**src/mbt_pkg.sv**
```systemverilog
`timescale 1ns / 1ps

package mbt_pkg;

    // Operation codes carried in the cmd field of a request
    localparam logic [1:0] CMD_INSERT = 2'd0;
    localparam logic [1:0] CMD_REMOVE = 2'd1;
    localparam logic [1:0] CMD_QUERY  = 2'd2;

    typedef struct packed {
        logic [1:0]         cmd;
        logic signed [31:0] value;
    } in_item_t;

    typedef struct packed {
        logic       found;
        logic       full_error;
        logic [4:0] count;
    } out_item_t;

    // Broadcast controls from the sequencer to every cell
    typedef struct packed {
        logic        ins;
        logic        rem;
        logic        start;
        logic        scan;
        logic [31:0] key;
    } cell_ctrl_t;

    // Per-cell search status seen by the sequencer
    typedef struct packed {
        logic hit;
        logic miss;
    } cell_stat_t;

endpackage

```
**src/multiset_bag_table_core.sv**
```systemverilog
`timescale 1ns / 1ps
// Sequencing: an insert or unused code goes from accept to ST_EMIT, then into the
// output register; a remove or query walks the search token through ST_SCAN up to
// the first match, the first empty cell or the end of a full chain, then ST_EMIT;
// output stalls hold ST_EMIT. Throughput: one request at a time, the token walking
// the cell chain one cell per cycle.
// Reset: rst_n clears occupancy, sequencer and tokens; entry data is not cleared.
module multiset_bag_table_core #(
    parameter int CAPACITY = 16
) (
    input  logic                clk,
    input  logic                rst_n,
    input  logic                in_valid,
    output logic                in_ready,
    input  mbt_pkg::in_item_t   in_data,
    output logic                out_valid,
    input  logic                out_ready,
    output mbt_pkg::out_item_t  out_data
);
    import mbt_pkg::*;

    localparam int               OCC_W = $clog2(CAPACITY + 1);
    localparam logic [OCC_W-1:0] CAP_W = OCC_W'(CAPACITY);
    localparam logic [OCC_W-1:0] ONE_W = OCC_W'(1);

    typedef enum logic [1:0] {
        ST_IDLE,
        ST_SCAN,
        ST_EMIT
    } state_t;

    state_t           state_reg, state_next;
    logic [1:0]       cmd_reg, cmd_next;
    logic [31:0]      key_reg, key_next;
    logic [OCC_W-1:0] occ_reg, occ_next;
    logic             found_reg, found_next;
    logic             full_reg, full_next;
    logic             out_valid_reg, out_valid_next;
    out_item_t        out_reg, out_next;

    cell_ctrl_t       ctrl;
    cell_stat_t       stat [CAPACITY];
    logic [31:0]      cell_data [CAPACITY];
    logic [CAPACITY:0] tok_chain;
    logic [CAPACITY-1:0] tok_vec;
    logic [CAPACITY-1:0] hit_vec;
    logic [CAPACITY-1:0] miss_vec;

    logic accept;
    logic has_room;
    logic hit_any;
    logic miss_any;
    logic scan_done;

    assign in_ready  = (state_reg == ST_IDLE);
    assign accept    = in_valid & in_ready;
    assign has_room  = (occ_reg < CAP_W);
    assign out_valid = out_valid_reg;
    assign out_data  = out_reg;

    // Search ends on a hit, on reaching the first empty cell, or when the
    // token falls off the end of a full chain.
    assign hit_any   = |hit_vec;
    assign miss_any  = (|miss_vec) | tok_chain[CAPACITY];
    assign scan_done = (state_reg == ST_SCAN) & (hit_any | miss_any);

    always_comb
    begin
        ctrl.ins   = accept && (in_data.cmd == CMD_INSERT) && has_room;
        ctrl.start = accept && ((in_data.cmd == CMD_REMOVE) || (in_data.cmd == CMD_QUERY));
        ctrl.scan  = (state_reg == ST_SCAN);
        ctrl.rem   = (state_reg == ST_SCAN) && hit_any && (cmd_reg == CMD_REMOVE);
        ctrl.key   = key_reg;
    end

    // Chain of cells: cell 0 takes the inserted value, the token enters at cell 0
    assign tok_chain[0] = 1'b0;

    for (genvar i = 0; i < CAPACITY; i++)
    begin : g_cell
        logic [31:0] left_w;
        logic [31:0] right_w;

        if (i == 0)
        begin : g_head
            assign left_w = $unsigned(in_data.value);
        end
        else
        begin : g_body
            assign left_w = cell_data[i-1];
        end

        if (i == CAPACITY - 1)
        begin : g_tail
            assign right_w = cell_data[i];
        end
        else
        begin : g_mid
            assign right_w = cell_data[i+1];
        end

        mbt_cell #(
            .IDX   (i),
            .OCC_W (OCC_W)
        ) u_cell (
            .clk        (clk),
            .rst_n      (rst_n),
            .ctrl       (ctrl),
            .occ        (occ_reg),
            .left_data  (left_w),
            .right_data (right_w),
            .tok_in     (tok_chain[i]),
            .data       (cell_data[i]),
            .tok        (tok_vec[i]),
            .tok_out    (tok_chain[i+1]),
            .stat       (stat[i])
        );

        assign hit_vec[i]  = stat[i].hit;
        assign miss_vec[i] = stat[i].miss;
    end

    always_comb
    begin
        state_next     = state_reg;
        cmd_next       = cmd_reg;
        key_next       = key_reg;
        occ_next       = occ_reg;
        found_next     = found_reg;
        full_next      = full_reg;
        out_valid_next = out_valid_reg & ~out_ready;
        out_next       = out_reg;

        // Adjust the count alongside the cell shift
        if (ctrl.ins)
        begin
            occ_next = occ_reg + ONE_W;
        end
        else if (ctrl.rem)
        begin
            occ_next = occ_reg - ONE_W;
        end

        case (state_reg)
            ST_IDLE:
            begin
                if (accept)
                begin
                    cmd_next   = in_data.cmd;
                    key_next   = $unsigned(in_data.value);
                    found_next = 1'b0;
                    full_next  = (in_data.cmd == CMD_INSERT) && !has_room;
                    state_next = ctrl.start ? ST_SCAN : ST_EMIT;
                end
            end
            ST_SCAN:
            begin
                if (scan_done)
                begin
                    found_next = hit_any;
                    state_next = ST_EMIT;
                end
            end
            ST_EMIT:
            begin
                // Hold the result until the output register is free
                if (!out_valid_reg || out_ready)
                begin
                    out_valid_next      = 1'b1;
                    out_next.found      = found_reg;
                    out_next.full_error = full_reg;
                    out_next.count      = 5'(occ_reg);
                    state_next          = ST_IDLE;
                end
            end
            default:
            begin
                state_next = ST_IDLE;
            end
        endcase
    end

    always_ff @(posedge clk or negedge rst_n)
    begin
        if (!rst_n)
        begin
            state_reg     <= ST_IDLE;
            occ_reg       <= '0;
            out_valid_reg <= 1'b0;
        end
        else
        begin
            state_reg     <= state_next;
            occ_reg       <= occ_next;
            out_valid_reg <= out_valid_next;
        end
    end

    always_ff @(posedge clk)
    begin
        cmd_reg   <= cmd_next;
        key_reg   <= key_next;
        found_reg <= found_next;
        full_reg  <= full_next;
        out_reg   <= out_next;
    end

    // Occupancy never exceeds the number of cells
    a_occ_bound: assert property (@(posedge clk) disable iff (!rst_n)
        occ_reg <= CAP_W)
        else $error("occupancy above capacity");

    // At most one cell holds the search token
    a_tok_onehot: assert property (@(posedge clk) disable iff (!rst_n)
        $onehot0(tok_vec))
        else $error("more than one search token in the chain");

    // A remove shrinks the count by exactly one
    a_rem_count: assert property (@(posedge clk) disable iff (!rst_n)
        ctrl.rem |=> (occ_reg == $past(occ_reg) - ONE_W))
        else $error("remove did not drop occupancy by one");

    // A rejected insert reports a full store and no match
    a_full_result: assert property (@(posedge clk) disable iff (!rst_n)
        (out_valid_reg && out_reg.full_error) |->
            (!out_reg.found && (out_reg.count == 5'(CAP_W))))
        else $error("full_error with inconsistent result");

endmodule

```
**src/mbt_cell.sv**
```systemverilog
`timescale 1ns / 1ps

module mbt_cell #(
    parameter int IDX   = 0,
    parameter int OCC_W = 5
) (
    input  logic               clk,
    input  logic               rst_n,
    input  mbt_pkg::cell_ctrl_t ctrl,
    input  logic [OCC_W-1:0]   occ,
    input  logic [31:0]        left_data,
    input  logic [31:0]        right_data,
    input  logic               tok_in,
    output logic [31:0]        data,
    output logic               tok,
    output logic               tok_out,
    output mbt_pkg::cell_stat_t stat
);
    import mbt_pkg::*;

    localparam logic [OCC_W-1:0] IDX_W = OCC_W'(IDX);
    localparam logic             FIRST = (IDX == 0);

    logic [31:0] data_reg;
    logic [31:0] data_next;
    logic        tok_reg;
    logic        tok_next;
    logic        passed_reg;
    logic        passed_next;
    logic        occupied;
    logic        eq;

    assign occupied = (IDX_W < occ);
    assign eq       = (data_reg == ctrl.key);

    // Pass the token on when this entry is held and does not match
    assign tok_out   = tok_reg & occupied & ~eq;
    assign stat.hit  = tok_reg & occupied & eq;
    assign stat.miss = tok_reg & ~occupied;
    assign data      = data_reg;
    assign tok       = tok_reg;

    always_comb
    begin
        tok_next    = tok_reg;
        passed_next = passed_reg;
        data_next   = data_reg;
        if (ctrl.start)
        begin
            tok_next    = FIRST;
            passed_next = 1'b0;
        end
        else if (ctrl.scan)
        begin
            tok_next = tok_in;
            if (tok_out)
            begin
                passed_next = 1'b1;
            end
        end
        // Insert pushes everything up one cell; remove closes the hole
        // by pulling every cell at or beyond the match down by one.
        if (ctrl.ins)
        begin
            data_next = left_data;
        end
        else if (ctrl.rem && !passed_reg)
        begin
            data_next = right_data;
        end
    end

    always_ff @(posedge clk or negedge rst_n)
    begin
        if (!rst_n)
        begin
            tok_reg    <= 1'b0;
            passed_reg <= 1'b0;
        end
        else
        begin
            tok_reg    <= tok_next;
            passed_reg <= passed_next;
        end
    end

    always_ff @(posedge clk)
    begin
        data_reg <= data_next;
    end

endmodule

```
**config.mk**
```make
export PLATFORM = sky130hd
export DESIGN_NAME = multiset_bag_table_core
export DESIGN_NICKNAME = d
export VERILOG_FILES = /design/src/mbt_pkg.sv /design/src/multiset_bag_table_core.sv /design/src/mbt_cell.sv
export SDC_FILE = /design/constraint.sdc
export NUM_CORES = 1
export LEC_CHECK = 0
export BUFFER_PORTS_ARGS = -buffer_cell sky130_fd_sc_hd__buf_2
export CAP_MARGIN = 20
export CORE_MARGIN = 3
export CORE_UTILIZATION = 64
export CTS_CLUSTER_DIAMETER = 30
export DETAILED_ROUTE_END_ITERATION = 8
export GPL_TIMING_DRIVEN = 0
export MAX_ROUTING_LAYER = met4
export PLACE_DENSITY = 0.83
export SYNTH_ARGS = -nofsm -noshare
export SYNTH_HDL_FRONTEND = slang
export SYNTH_SLANG_ARGS = --single-unit
```
**constraint.sdc**
```tcl
create_clock -name clk -period 5.65 [get_ports clk]
set_input_delay 0.565 -clock clk [delete_from_list [all_inputs] [get_ports clk]]
set_output_delay 0.565 -clock clk [all_outputs]
set_load 0.05 [all_outputs]
```
# Word-level counts from Yosys, hierarchy flattened
# Index checks and enable logic that the tools add are counted.
# word_totals
register_bits,594
latch_bits,0
mem_bits_rw,0
romBits,0
output_inout_bits,9
elab_cells,417
memories,0
# classes
add_sub_neg,2
mul,0
div_mod_pow,0
magnitude_cmp,17
eq_ne,24
n_shift,0
mux,119
n_bitwise,102
reduce_logical,96
# ops
op,n
$mux 32,30
$eq 32x32->1,16
$mux 1,81
$and 1x1->1,67
$reduce_bool 2->1,33
$lt 4x5->1 const A,8
$reduce_and 2->1,17
$not 1->1,33
$reduce_or 16->1,2
$logic_and 1x1->1,21
$lt 3x5->1 const A,4
$logic_not 1->1,17
$lt 1x5->1 const A,2
$lt 2x5->1 const A,2
$mux 5,2
$mux 2,4
$eq 2x1->1 const B,3
$pmux 2 s3,1
$reduce_and 3->1,2
$add 5x1->5 const B,1
$lt 5x5->1 const B,1
$sub 5x1->5 const B,1
$eq 2x2->1 const B,2
$logic_not 2->1,2
other kinds (5),8

# Logic depth before layout (Yosys ltp)
# Gate-level depths: netlist of the first run.
# logic_depth
word_depth,9
ltp_mapped,11

# Modules after synthesis
# A second synthesis of the first run with hierarchy kept.
# unflattened
cells_unflattened,2102
area_unflattened_um2,30878.4
# modules_own_cells
module,instances,cells_per_inst,area_each_um2,seq_area_each_um2
mbt_cell at g_cell[4].u_cell ...,2,126,1808.0,1011.0
mbt_cell at g_cell[14].u_cell ...,2,125,1806.7,1011.0
mbt_cell at g_cell[2].u_cell ...,2,124,1806.7,1011.0
multiset_bag_table_core,1,111,1980.6,1491.4
mbt_cell at g_cell[0].u_cell,1,124,1814.2,1011.0
mbt_cell at g_cell[10].u_cell,1,126,1811.7,1011.0
mbt_cell at g_cell[1].u_cell,1,124,1811.7,1011.0
mbt_cell at g_cell[12].u_cell,1,124,1808.0,1011.0
mbt_cell at g_cell[5].u_cell,1,125,1805.5,1011.0
mbt_cell at g_cell[11].u_cell,1,125,1804.2,1011.0
mbt_cell at g_cell[13].u_cell,1,124,1804.2,1011.0
mbt_cell at g_cell[3].u_cell,1,123,1801.7,1011.0
mbt_cell at g_cell[7].u_cell,1,123,1798.0,1011.0
mbt_cell at g_cell[15].u_cell,1,123,1795.5,1011.0

# Worst setup path after synthesis of the first run
# Ideal clock, no wire load.
# synth_path
path_type,register to register
from,register state_reg[0]
to,"register g_cell[10].u_cell.data_reg[0], enable pin"
setup_ps,466
arrival_time_ps,4236
required_time_ps,5184
slack_ps,948
path_stages_with_launch,8
period_less_slack_ps,4702
path_cell_list,dfrtp_1 > nor2_1 > and2_1 > clkbuf_1 > nand3b_1 > clkbuf_1 > clkbuf_1 > o21ai_0
# synth_between
elab_chain_cells,5
# synth_rtl
item,line_no,text
from (decl),multiset_bag_table_core.sv:32,"state_t state_reg, state_next;"
from (signal assigned),multiset_bag_table_core.sv:193,state_reg <= state_next;
$logic_not 2->1,multiset_bag_table_core.sv:55,assign in_ready = (state_reg == ST_IDLE);
via in_ready,multiset_bag_table_core.sv:14,"output logic in_ready,"
$and 1x1->1,multiset_bag_table_core.sv:56,assign accept = in_valid & in_ready;
$logic_and 1x1->1 (2 in a row),multiset_bag_table_core.sv:69,ctrl.ins = accept && (in_data.cmd == CMD_INSERT) && has_room;
$reduce_bool 2->1 (no source line),--,
to (signal assigned),mbt_cell.sv:89,data_reg <= data_next;
to (decl),mbt_cell.sv:24,logic [31:0] data_reg;
# The timed path passes the listed nets, and every way through them passes these cells.
# A chain may end at the register's enable or synchronous reset.

# Worst setup path in the final report of the first run
# layout_path
from,register key_reg[22]
to,"register g_cell[14].u_cell.data_reg[10], enable pin"
# layout_between
elab_chain_cells,7
# layout_rtl
item,line_no,text
from (decl),multiset_bag_table_core.sv:34,"logic [31:0] key_reg, key_next;"
from (signal assigned),multiset_bag_table_core.sv:202,key_reg <= key_next;
$eq 32x32->1,mbt_cell.sv:34,assign eq = (data_reg == ctrl.key);
$and 1x1->1,mbt_cell.sv:38,assign stat.hit = tok_reg & occupied & eq;
$reduce_or 16->1 (*),multiset_bag_table_core.sv:63,assign hit_any = |hit_vec;
$logic_and 1x1->1 (*) (2 in a row),multiset_bag_table_core.sv:72,ctrl.rem = (state_reg == ST_SCAN) && hit_any && (cmd_reg == CMD_REMOVE);
$logic_and 1x1->1 (*),mbt_cell.sv:67,else if (ctrl.rem && !passed_reg)
$reduce_bool 2->1 (no source line) (*),--,
to (signal assigned),mbt_cell.sv:89,
to (decl),mbt_cell.sv:24,
# Mark *: on every way between the ends. The rest lies on a longest branch, timed or not.

==> results of run 1 <==
[power breakdown]
group | switching [mW] | leakage, nW | total [mW] | internal (mW)
registers | 0.372 | 5.57 | 5.72 | 5.35
logic | 2.22 | 7.93 | 3.15 | 0.929
clock network | 2.57 | 2.33 | 8.21 | 5.65
[what timing repair did]
action / CTS / global route
hold buffers: 1 / 0
endpoints found under the hold margin: 7 / 0
endpoints found under the setup margin: 0 / 0
[per-stage QoR]
stage               setup TNS, ns  hold slack, ns
finish                          0          0.0363
global route                    0          0.0329
CTS                             0          0.0166
detailed placement              0           0.413
global placement          -269.37           0.405
floorplan                       0           0.269
[area by class of cell]
| type | instances | area, sq um | area share (%) |
|---|---|---|---|
| clock inverter | 92 | 1090 | 2.92 |
| clock buffer | 157 | 3630 | 9.69 |
| multi-input combinational | 2325 | 12500 | 33.4 |
| timing repair buffer | 64 | 596 | 1.59 |
| tap | 615 | 769 | 2.05 |
| buffer | 184 | 1170 | 3.11 |
| sequential | 594 | 17600 | 47.1 |
| inverter | 13 | 48.8 | 0.130 |
| antenna | 3 | 7.51 | 0.0200 |
[final timing paths]
check | endpoint | from | cells after the start | slack, ns
hold reg to reg | out_data[6] | found_reg | 0 | 0.42
setup reg to reg | g_cell[14].u_cell.data[10] | key_reg[22] | 12 | 1.09
setup / recovery | g_cell[14].u_cell.data[10] | key_reg[22] | 12 | 1.09
hold / removal | key_reg[6] | in_data[6] | 1 | 0.04
min in group asynchronous | g_cell[8].u_cell.tok | rst_n | 2 | 0.54
max in group asynchronous | g_cell[12].u_cell.tok | rst_n | 2 | 4.52
[synth_stat cells (17+ instances only)]
cell type  number  area (sq um)
nand2_1      1476          5540
dfrtp_1        39           976
a21o_1         26           195
nor4_1        127           795
edfxtp_1      555         16700
nor2_1         19          71.3
buf_6          59           664
nor3_1         21           105
o21ai_0        17          85.1
nand4_1        28           175
clkbuf_1      114           428
xor2_1        512          4480
[logic make-up (layout without fill, tap and decap cells)]
kind of cell             Yosys count  count (layout)  synth area share (%)
flip-flops                       594             594                  56.6
XOR/XNOR                         515             515                  14.5
AND/OR/NAND/NOR                 1715            1715                  22.8
other                              0               3                     0
AO/OA/AOI/OAI                     91              91                  2.08
buffers and inverters            197             510                  3.89
adder cells (fa/ha/maj)            4               4                 0.161
[routing by layer]
metal / vias to the layer above / part of all wire, % / global-route usage [%]
met2: 2418 / 43 / 66.3
met5: - / 0 / -
li1: 10800 / - / -
met3: 508 / 15 / 18.3
met4: 0 / 6.7 / 27.2
met1: 12600 / 35 / 58.6
==> flow_metrics.tcl, run 1 <==
set metrics [dict create \
    final_common_cell "nand2_1" \
    ys_seq_area_share_pct 56.6 \
    design_area_sq_um 37400 \
    timing.fmax_ghz 0.219 \
    power.total_mw 17.1 \
    die_x_um 227 \
    cts_tree "done" \
    cp.buffers_inverters 4 \
    totalWireLength_um 118000 \
    hpwl_um 83900 \
    synthFlopType "edfxtp_1" \
    ant_nets 0 \
    pre_cts_ws_ns 1.33 \
    overflow 0 \
    status "finished clean" \
    post_drt_wl_per_cell_um 29.1 \
    grt_first_pass_wirelength_um 168000 \
    core_area_sq_um 47900 \
    ios 47 \
    synth_area_sq_um 31200 \
    htreeDepth 4 \
    cts.clk_slew.worst_paths_ns 0.05 \
    worstSetupPathType "register to register" \
    place_area_sq_um 32700 \
    start_util_pct 65.0 \
    cpMaxStageDelayCell "nand4_1" \
    fin_crit_sh_pct 80.8 \
    syn_inst 3116 \
    drive_above_1_share_pct 11.5 \
    crit_path_cell_trace "buf_6, buf_6, xor2_1, nor4_1, nand4_1, nor3_2, nor4_1, nand2_1, o211ai_2, buf_2, o21ai_4, buf_16" \
    fillers 3120 \
    synth_edf_count 555 \
    finClkSkew_ns 0.0291 \
    final_cells 4047 \
    critPathTopFamily "simple AND/OR/NAND/NOR gates" \
    layout_min_cycle_time_ns 4.56 \
    worst_slack_ns 1.09 \
    clk-insertion-delay-late_ns 0.73 \
    cts_root_buf "clkbuf_16" \
    vdd_drop_max_uv 376 \
    dp.cells 3794 \
    nets 3360 \
    drv_slew 0 \
    largest_reg_flops 512 \
    port_buffers 46 \
    critPathMaxStageDelay_ns 0.60 \
    vias 26300 \
    grt_pass1_vias 25500 \
    gp_congestion 1.04 \
    relSlewSlack_pct 22.4 \
    synth_nets 3158 \
    rsz0062_at_grt "false" \
    grt_use_total_pct 47.3 \
    synth-async-reset-ratio_pct 6.57 \
    grt_max_degree 40 \
    post_cts_buffers 0 \
    ys_ff_latch 594 \
    crit_fanout 23 \
    postLayoutCoreUtil_pct 78.1 \
    cp.required_ns 6.06 \
    cp_data_arrival_time_ns 4.97 \
    core.rowCount 80 \
    die-area_sq_um 51400 \
    clkSinkCount 594 \
    drtIter0Drc 4617 \
    power_leakage_nw 15.8 \
    final_cell_mix "1,476 x nand2_1, 555 x edfxtp_1, 512 x xor2_1" \
    crit_path_end_kind "register" \
    yosys_warnings 0 \
    hold_viol 0 \
    avgSynthCellArea_sq_um 10.0 \
    crit_path_start_kind "register" \
    drt_first_pass_iters 7 \
    synth_cell_types 56 \
    drc 0 \
    chipHeight_um 227 \
    cts_resized 0 \
    min-delay-path-class "primary input to register" \
    tightest_slew_ns 1.16 \
    power.density_nw_per_um2 456 \
    area_growth_pct 20.1 \
    antenna_found_initial 3 \
    setup_viol 0 \
    cts_buffers 136 \
    cap_viol_max_count 0 \
    cts.path.max_buffers 3 \
    viasPerCell 6.50 \
]
No activity file was read; power rests on OpenSTA's default activity.
==> run 2, diff against run 1 <==
--- a/config.mk
+++ b/config.mk
@@ -5,6 +5,7 @@
 export SDC_FILE = /design/constraint.sdc
 export NUM_CORES = 1
 export LEC_CHECK = 0
+export ABC_AREA = 1
 export BUFFER_PORTS_ARGS = -buffer_cell sky130_fd_sc_hd__buf_2
 export CAP_MARGIN = 20
 export CORE_MARGIN = 3
==> constraint.sdc (replaced) <==
create_clock -name clk -period 4.25 [get_ports clk]
set_input_delay 0.425 -clock clk [delete_from_list [all_inputs] [get_ports clk]]
set_output_delay 0.425 -clock clk [all_outputs]
set_load 0.05 [all_outputs]
==> run 2 against run 1 <==
Area after synthesis up 3.1%. Final area up 4.0%. Sequential power up 33%. Register-to-register slack worse by 0.70 ns. Largest cell class unchanged.
==> flow_metrics.tcl, run 2 <==
set metrics [dict create \
    status "finished clean" \
    yosys.area.top_type "edfxtp_1" \
    final_cell_mix "1,828 x nand2_1, 555 x edfxtp_1, 466 x xnor2_1" \
    synth_area_sq_um 32100 \
    finClkSkew_ns 0.0364 \
    synthTopCellsByArea "edfxtp_1 52%, nand2_1 21%, xnor2_1 13%, dfrtp_1 3.0%, buf_6 2.2%" \
    hold_viol 0 \
    power.density_nw_per_um2 605 \
    postLayoutCoreUtil_pct 79.1 \
    cts.clk_slew.worst_paths_ns 0.05 \
    min-delay-path-class "primary input to register" \
    synthFlopType "edfxtp_1" \
    netlist_top_cells_count "1,828 x nand2_1, 555 x edfxtp_1, 466 x xnor2_1" \
    gp_congestion 1.00 \
    timing.fmax_ghz 0.259 \
    reg2reg_slack_ns 0.38 \
    relSlewSlack_pct 22.0 \
    grt_use_total_pct 45.1 \
    drtIter0Drc 4619 \
    grt_max_degree 40 \
    cp.required_ns 4.67 \
    synth_top_cell_area_share_pct 51.9 \
    core_area_sq_um 49300 \
    post_drt_wl_per_cell_um 25.1 \
    ios 47 \
    synthMostInstantiatedCell "nand2_1" \
    drv_slew 0 \
    min_to "state_reg[1]" \
    min_delay_path_depth 3 \
    cts.path.max_buffers 3 \
    htreeDepth 4 \
    vdd_drop_max_uv 465 \
    chipHeight_um 230 \
    path_common_cell "nand2_1" \
    drt_first_pass_iters 6 \
    power_leakage_nw 15.9 \
    cp.buffers_inverters 5 \
    crit_path_cell_trace "buf_6, buf_6, xnor2_1, nand2_1, nor2_1, nand2_1, nor2_1, nand3_1, nand2_1, inv_1, nand2_1, nor2_1, nand2_2, nand3_4, buf_6, o21ai_4, buf_16" \
    clk-insertion-delay-late_ns 0.75 \
    start_util_pct 65.2 \
    critPathMaxStageDelay_ns 0.52 \
    fillers 3073 \
    ys_ff_latch 594 \
    ant_nets 0 \
    crit_path_end_kind "register" \
    grt_pass1_vias 27300 \
    cts_root_buf "clkbuf_16" \
    nets 3865 \
    tightest_slew_ns 1.17 \
    crit_fanout 19 \
    layout_min_cycle_time_ns 3.87 \
    totalWireLength_um 116000 \
    hpwl_um 79400 \
    antenna_found_initial 1 \
    post_cts_buffers 0 \
    reg2regPathDepth 17 \
    grt_first_pass_wirelength_um 169000 \
    largest_reg_flops 512 \
    regToRegStartpoint "key_reg[12]" \
    ys_seq_area_share_pct 54.9 \
    postCtsHoldBufs 36 \
    syn_inst 3581 \
    worst_hold_startpoint "in_valid" \
    port_buffers 46 \
    cpMaxStageDelayCell "o21ai_4" \
    synth-async-reset-ratio_pct 6.57 \
    setup_tns_ns 0 \
    cts_resized 0 \
    area_growth_pct 21.2 \
    cts_tree "done" \
    vias 28100 \
    viasPerCell 6.10 \
    drive_above_1_share_pct 10.4 \
    synth_cell_types 32 \
    crit_path_start_kind "register" \
    critPathTopFamily "simple AND/OR/NAND/NOR gates" \
    avgSynthCellArea_sq_um 8.97 \
    worstSetupPathType "register to register" \
    die_x_um 230 \
    yosys_warnings 0 \
    cts_buffers 140 \
    synth_nets 3623 \
    fin_crit_sh_pct 91.0 \
    die-area_sq_um 52900 \
    cp_data_arrival_time_ns 4.29 \
    final_common_cell "nand2_1" \
    clkSinkCount 594 \
    overflow 0 \
    setup_viol 0 \
    reg2reg_to "g_cell[13].u_cell.data[25]" \
    rsz0062_at_grt "false" \
    drc 0 \
    core.rowCount 81 \
    cap_viol_max_count 0 \
    synth_edf_count 555 \
]
run 2: changes by cell type after synthesis, moves of 99 or more:
| cell | before | now |
|---|---|---|
| xor2_1 | 512 | 3 |
| xnor2_1 | 3 | 466 |
| nand2_1 | 1476 | 1828 |
| nor2_1 | 19 | 174 |
| nor4_1 | 127 | 0 |
| inv_1 | 12 | 111 |
run 2: worst max path at each step:
stage                       startpoint                    endpoint  cells past startpoint
after floorplan           state_reg[0]    g_cell[0].u_cell.data[0]                      8
after global placement    state_reg[0]   g_cell[14].u_cell.data[6]                      8
after detailed placement      in_valid   g_cell[13].u_cell.data[6]                     10
after CTS                  key_reg[12]  g_cell[13].u_cell.data[25]                     17
after global routing       key_reg[12]  g_cell[13].u_cell.data[25]                     17
final                      key_reg[12]  g_cell[13].u_cell.data[25]                     17
run 2: through the flow:
| stage | hold slack, ns | area (sq um) | std cells | worst slack [ns] | total power [mW] |
|---|---|---|---|---|---|
| CTS | 0.0503 | 38900 | 4605 | 0.537 | 23.2 |
| floorplan | 0.129 | 32100 | 3581 | 0.00818 | 10.6 |
| finish | 0.0688 | 38900 | 4606 | 0.383 | 23.6 |
| global placement | 0.417 | 33200 | 4291 | -1.37 | 11.9 |
| detailed placement | 0.418 | 33700 | 4309 | 0.569 | 12.1 |
| global route | 0.0951 | 38900 | 4606 | 0.245 | 24.1 |
run 2: final cells by class:
type / instances / area [sq um] / share of cell area (%)
Antenna cell: 1 / 2.50 / 0.00643
Buffer: 182 / 1210 / 3.11
Clock buffer: 164 / 3680 / 9.44
Clock inverter: 96 / 1190 / 3.06
Inverter: 120 / 450 / 1.16
Multi-Input combinational cell: 2685 / 13000 / 33.3
Sequential cell: 594 / 17600 / 45.3
Tap cell: 664 / 831 / 2.13
Timing Repair Buffer: 100 / 953 / 2.45
run 2: kinds of logic (layout without fill, tap and decap cells):
logic type | after synthesis | in the layout | share of synthesized area, %
compound gates | 140 | 140 | 2.29
xor+xnor | 471 | 471 | 12.9
fa+ha+maj | 4 | 4 | 0.156
buf+inv | 302 | 662 | 5.17
flops | 594 | 594 | 54.9
other cells | 0 | 1 | 0
simple gates | 2070 | 2070 | 24.6
run 2: where the power goes:
part | internal [mW] | switching (mW) | total [mW] | leakage (nW)
clock | 7.53 | 3.64 | 11.2 | 2.34
sequential | 7.16 | 0.433 | 7.60 | 5.57
combinational | 1.60 | 3.18 | 4.78 | 7.98
total | 16.3 | 7.26 | 23.6 | 15.9
run 2: layer usage:
metal  GRT usage, %  vias to the layer above  wire length [um]
li1               -                    11900                 -
met1           52.9                    13000             38200
met2           64.9                     2590             50100
met3           16.1                      621             17900
met4           31.4                        0              9460
met5              -                        -                 0
run 2: worst reg2reg max path: stages (launching register included):
cell,delay [ns]
edfxtp_1,0.36
buf_6,0.21
buf_6,0.23
xnor2_1,0.15
nand2_1,0.09
nor2_1,0.16
nand2_1,0.07
nor2_1,0.51
nand3_1,0.20
nand2_1,0.12
inv_1,0.05
nand2_1,0.14
nor2_1,0.07
nand2_2,0.08
nand3_4,0.08
buf_6,0.20
o21ai_4,0.53
buf_16,0.26
